==> config.mk <==
export PLATFORM = sky130hd
export DESIGN_NAME = spst_key_less
export DESIGN_NICKNAME = d
export VERILOG_FILES = /design/src/design/assert_macros.svh /design/src/design/spst_pkg.sv /design/src/design/spst_key_less.sv
export SDC_FILE = /design/constraint.sdc
export NUM_CORES = 1
export LEC_CHECK = 0
export ABC_AREA = 1
export BUFFER_PORTS_ARGS = -buffer_cell sky130_fd_sc_hd__buf_2
export CORE_ASPECT_RATIO = 0.6
export CORE_UTILIZATION = 52
export DETAILED_ROUTE_END_ITERATION = 7
export PLACE_DENSITY = 0.85
export SKIP_LAST_GASP = 1
export SYNTH_ARGS = -nofsm -noshare
export SYNTH_HDL_FRONTEND = slang
export SYNTH_SLANG_ARGS = --single-unit
==> constraint.sdc <==
create_clock -name vclk -period 5.3
set_clock_uncertainty 0.2 [all_clocks]
set_input_delay 1.06 -clock vclk [all_inputs]
set_output_delay 1.06 -clock vclk [all_outputs]
set_load 0.01 [all_outputs]
==> src/design/assert_macros.svh <==
// assertion macros used by the sorted point store top level
// depends on nothing; clock and reset names follow the house convention
`ifndef ASSERT_MACROS_SVH
`define ASSERT_MACROS_SVH

// checked property, quiet during reset
`define SPST_ASSERT(label, prop, msg) \
   label: assert property (@(posedge clock) disable iff (reset) prop) else $error(msg);

// checked property, also during reset
`define SPST_ASSERT_ALWAYS(label, prop, msg) \
   label: assert property (@(posedge clock) prop) else $error(msg);

`endif

==> src/design/spst_pkg.sv <==
// shared types and codes for the sorted point store
// no dependencies
package spst_pkg;

   localparam logic [1:0] STATUS_INSERTED = 2'd0;
   localparam logic [1:0] STATUS_FULL     = 2'd1;
   localparam logic [1:0] STATUS_READ_OK  = 2'd2;
   localparam logic [1:0] STATUS_BEYOND   = 2'd3;

   localparam logic [1:0] ORDER_XYZ = 2'd0;
   localparam logic [1:0] ORDER_YXZ = 2'd1;
   localparam logic [1:0] ORDER_ZXY = 2'd2;

   localparam logic MODE_INSERT = 1'b0;
   localparam logic MODE_READ   = 1'b1;

   typedef enum logic [4:0] {
      ST_IDLE   = 5'b00001,
      ST_SHIFT  = 5'b00010,
      ST_PLACE  = 5'b00100,
      ST_READ   = 5'b01000,
      ST_SEARCH = 5'b10000
   } state_type;

endpackage

==> src/design/spst_key_less.sv <==
// lexicographic key compare of two points under the selected key order
// depends on spst_pkg
module spst_key_less
   import spst_pkg::*;
#(
   parameter int COORD_WIDTH = 32
) (
   input  logic [1:0]             key_order,
   input  logic [COORD_WIDTH-1:0] a_x,
   input  logic [COORD_WIDTH-1:0] a_y,
   input  logic [COORD_WIDTH-1:0] a_z,
   input  logic [COORD_WIDTH-1:0] b_x,
   input  logic [COORD_WIDTH-1:0] b_y,
   input  logic [COORD_WIDTH-1:0] b_z,
   output logic                   a_less
);

   logic signed [COORD_WIDTH-1:0] a0, a1, a2, b0, b1, b2;

   always_comb begin
      case (key_order)
         ORDER_YXZ: begin
            a0 = a_y; a1 = a_x; a2 = a_z;
            b0 = b_y; b1 = b_x; b2 = b_z;
         end
         ORDER_ZXY: begin
            a0 = a_z; a1 = a_x; a2 = a_y;
            b0 = b_z; b1 = b_x; b2 = b_y;
         end
         default: begin
            a0 = a_x; a1 = a_y; a2 = a_z;
            b0 = b_x; b1 = b_y; b2 = b_z;
         end
      endcase
      if (a0 != b0) begin
         a_less = a0 < b0;
      end else if (a1 != b1) begin
         a_less = a1 < b1;
      end else begin
         a_less = a2 < b2;
      end
   end

endmodule

# ---- Yosys cells after proc, flatten, opt, wreduce, memory -nomap -nowiden
# Cells that the tools add are included.
dict set report op_classes {
  order_cmp 3
  eq_ne 4
  muxes 8
  reduce_logical 1
}
# operator n
set ops {}
lappend ops {{32-bit two-way mux} 4}
lappend ops {{32-bit case mux with 2 select lines} 2}
lappend ops {{32-bit less-than comparator} 3}
lappend ops {{32-bit != test} 2}
lappend ops {{2-bit by 1-bit equality test with 1-bit output (second input constant)} 1}
lappend ops {{2-bit equality test (second input constant)} 1}
lappend ops {{1-bit two-way mux} 2}
lappend ops {{2-bit OR reduction} 1}
dict set report word_totals {
  register_bits 0
  in_bits 194
  output_inout_bits 1
  wordCells 16
}

# ---- Longest topological paths before layout
dict set report depth {
  word_depth 6
  depth_mapped 23
}

# ---- Least setup slack after synthesis
# OpenSTA, ideal clock, no wires.
dict set report synth_path {
  path_type {input to output}
  startpoint {in key_order[0]}
  endpoint {out a_less}
  arrival_ns 3.342
  required_ns 4.040
  slack_ns 0.698
  stages 15
  n_path_buf 3
  cell_sequence {inv_1 -> ha_1 -> clkbuf_1 -> buf_2 -> buf_1 -> a22oi_1 -> ha_1 -> nand2_1 -> nor2_1 -> nand4_1 -> nor3_1 -> nand4_2 -> nor2_1 -> nand2_1 -> nand2_1}
}
dict set report synth_between {
  elab_chain_cells 6
  word_cells_on_any_way 16
  cone_classes {order compare: 3; eq/ne: 4; mux: 8; reduce/logical: 1}
}
# item line_no
set synth_rtl {}
lappend synth_rtl {{start, declared} spst_key_less.sv:8} ;# input logic [1:0] key_order,
lappend synth_rtl {{2-bit equality test or 2-bit by 1-bit equality test with 1-bit output (tied branches)} spst_key_less.sv:21} ;# case (key_order)
lappend synth_rtl {{2-bit OR reduction (no line)} -}
lappend synth_rtl {{32-bit two-way mux} spst_key_less.sv:21}
lappend synth_rtl {{32-bit less-than comparator or 32-bit != test (tied branches)} {spst_key_less.sv:38, spst_key_less.sv:37}}
lappend synth_rtl {{1-bit two-way mux} spst_key_less.sv:37} ;# end else if (a1 != b1) begin
lappend synth_rtl {{1-bit two-way mux *} spst_key_less.sv:35} ;# if (a0 != b0) begin
lappend synth_rtl {{end, declared} spst_key_less.sv:15} ;# output logic a_less
# Mark *: on every way between the ends. The rest lies on a longest branch, timed or not.

# ---- Worst setup path after layout
# Same ends and word-level chain as after synthesis.

==> flow_summary.yaml <==
outcome:
  outcome: "finished, final reports clean"
cells_and_area:
  synthToLayoutAreaGrowth_pct: 22.1
  clock_buffers: 0
  nets: 1361
  antennaDiodeCount: 0
  design.seq.count: 0
  seq_area_um2: 0
  drive_gt1_frac: 0.210
grt:
  grt_first_pass_wirelength_um: 26000
  antenna_found_initial: 0
  grt-ovfl-total: 0
  grt_max_degree: 81
  grt_usage: 0.313
  grt_pass1_vias: 5627
route:
  vias: 6614
  drc: 0
  routedWlPerCell_um: 13.4
  wirelength_um: 16100
  drtPass1Iterations: 5
  drtIter0Drc: 583
  final_antenna_net_count: 0
  via_per_inst: 5.53
critical_path:
  required_ns: 4.04
  crit_path_end_kind: "output pin"
  worst_ep_arrival_time_ns: 3.69
  worst_setup_path_start_kind: "primary input"
  critPathKind: "primary input to output pin"
  path_max_fanout: 31
synthesis:
  yosysWarningCount: 0
  syn-instance-count: 912
  ys_seq_area_frac: 0
  synth_area_leaders: "ha_1 (25%), nand2_1 (22%), o21ai_1 (16%)"
  synthesis.nets: 1204
  syn-cell-area_um2: 4970
  synth_top_area_cell: "ha_1"
  synth_common_cells: "nand2_1 (285), o21ai_1 (163), inv_1 (100)"
  yosysMostFrequentCell: "nand2_1"
  yosysTopAreaCellShare: 0.247
  avgSynthCellArea_um2: 5.45
  synth_cell_types: 30
power_and_ir_drop:
  power_density_nw_per_um2: 124
  internal_power_mw: 0.307
  switchingPower_mw: 0.442
  comb_power_share: 1.000
  pwr-share-clk: 0
  peakVddDrop_mv: 0.0717
  seqPwrFrac: 0
  switching_share: 0.590
  leakage_nw: 3.39
sta:
  fin_crit_sh: 0.934
  rsz0062_at_grt: "false"
  max_freq_mhz: 202
  finalSetupViolations: 0
  tns_ns: 0
  hold_viol_final: 0
  worstMarginPinSlew_ns: 0.649
  period_minus_slack_ns: 4.95
  slew_violations: 0
  finalWorstSetupSlack_ns: 0.348
  slew_headroom: 0.567
die:
  core_um2: 9220
  rows: 27
  die_area_um2: 9960
  die_w_um: 128
  start_util: 0.539
  io-pin-count: 195
  die_h_um: 77.7
placement:
  dpl_worst_slack_ns: 0.352
  gp_routability_congestion: 1.01
  dp_hpwl_um: 13300
  portBuffers: 195
run:
  drv_cap: 0
clock_tree:
  post_cts_buffers: 0
hold_path:
  hp-class: "primary input to output pin"
==> cell usage in the layout (no fill, tap or decap), types with 2 or more instances in the layout <==
cell / Yosys / layout
a21oi_1: 75 / 75
nand4_1: 6 / 6
buf_12: 0 / 4
buf_2: 9 / 195
o211ai_1: 34 / 34
ha_1: 98 / 96
inv_2: 8 / 8
a22oi_1: 16 / 16
nand4_2: 2 / 2
nor2_1: 21 / 21
o21ai_0: 9 / 9
o21ai_1: 163 / 163
nand2_1: 285 / 285
nor3_1: 6 / 6
inv_1: 100 / 100
nand3_1: 14 / 14
mux2_1: 8 / 8
buf_4: 0 / 9
o21a_1: 2 / 2
==> power groups by stage <==
stage	Clock (mW)	Combinational [mW]	Sequential, mW
after detailed placement	0	0.732	0
after CTS	0	0.736	0
after floorplan	0	0.503	0
after global placement	0	0.718	0
final	0	0.749	0
after global routing	0	0.851	0
==> critical path, stage by stage <==
cell	delay (ns)
buf_2	0.10
inv_1	0.11
ha_4	0.28
inv_2	0.32
buf_12	0.23
o21ai_1	0.09
ha_1	0.32
nand2_1	0.08
nor2_1	0.15
nand4_1	0.16
nor3_1	0.27
nand4_2	0.14
nor2_1	0.12
nand2_1	0.06
nand2_1	0.07
buf_2	0.13
==> final timing paths <==
check / start / end / slack, ns / depth (start not counted)
setup / recovery: key_order[0] / a_less / 0.35 / 16
hold / removal: b_x[31] / a_less / 2.64 / 7
==> cell families (layout without fill, tap and decap cells) <==
| logic type | count (synthesis) | after routing | synth area share |
|---|---|---|---|
| adders and majority gates | 98 | 98 | 0.247 |
| AOI/OAI and AO/OA | 304 | 304 | 0.336 |
| buffers and inverters | 162 | 317 | 0.125 |
| muxes | 8 | 8 | 0.0181 |
| and+or+nand+nor | 340 | 340 | 0.275 |
==> timing repair <==
action	CTS	global route
endpoints found under the hold margin	0	0
gates resized for setup	0	1
endpoints found under the setup margin	0	1
hold buffers	0	0
==> per-layer routing <==
metal	part of all wire	track usage
met5	0	0
met4	0.0042	0.0200
met3	0.10	0.00690
met2	0.39	0.483
met1	0.50	0.492
==> per-stage QoR <==
| stage | cells | hold WS, ns | total power [mW] | utilization | area (µm²) |
|---|---|---|---|---|---|
| final | 1197 | 2.64 | 0.749 | 0.658 | 6070 |
| after global routing | 1197 | 2.72 | 0.851 | 0.658 | 6070 |
| after CTS | 1197 | 2.63 | 0.736 | 0.657 | 6060 |
| after detailed placement | 1197 | 2.63 | 0.732 | 0.657 | 6060 |
| after global placement | 1197 | 2.63 | 0.718 | 0.657 | 6060 |
| after floorplan | 912 | 2.36 | 0.503 | - | 4970 |
==> final cells by class <==
| type | instances | area (µm²) |
|---|---|---|
| Timing Repair Buffer | 209 | 1130 |
| Fill cell | 944 | 3160 |
| Multi-Input combinational cell | 750 | 4360 |
| Tap cell | 130 | 163 |
| Inverter | 108 | 405 |
(Power assumes the default switching activity.)
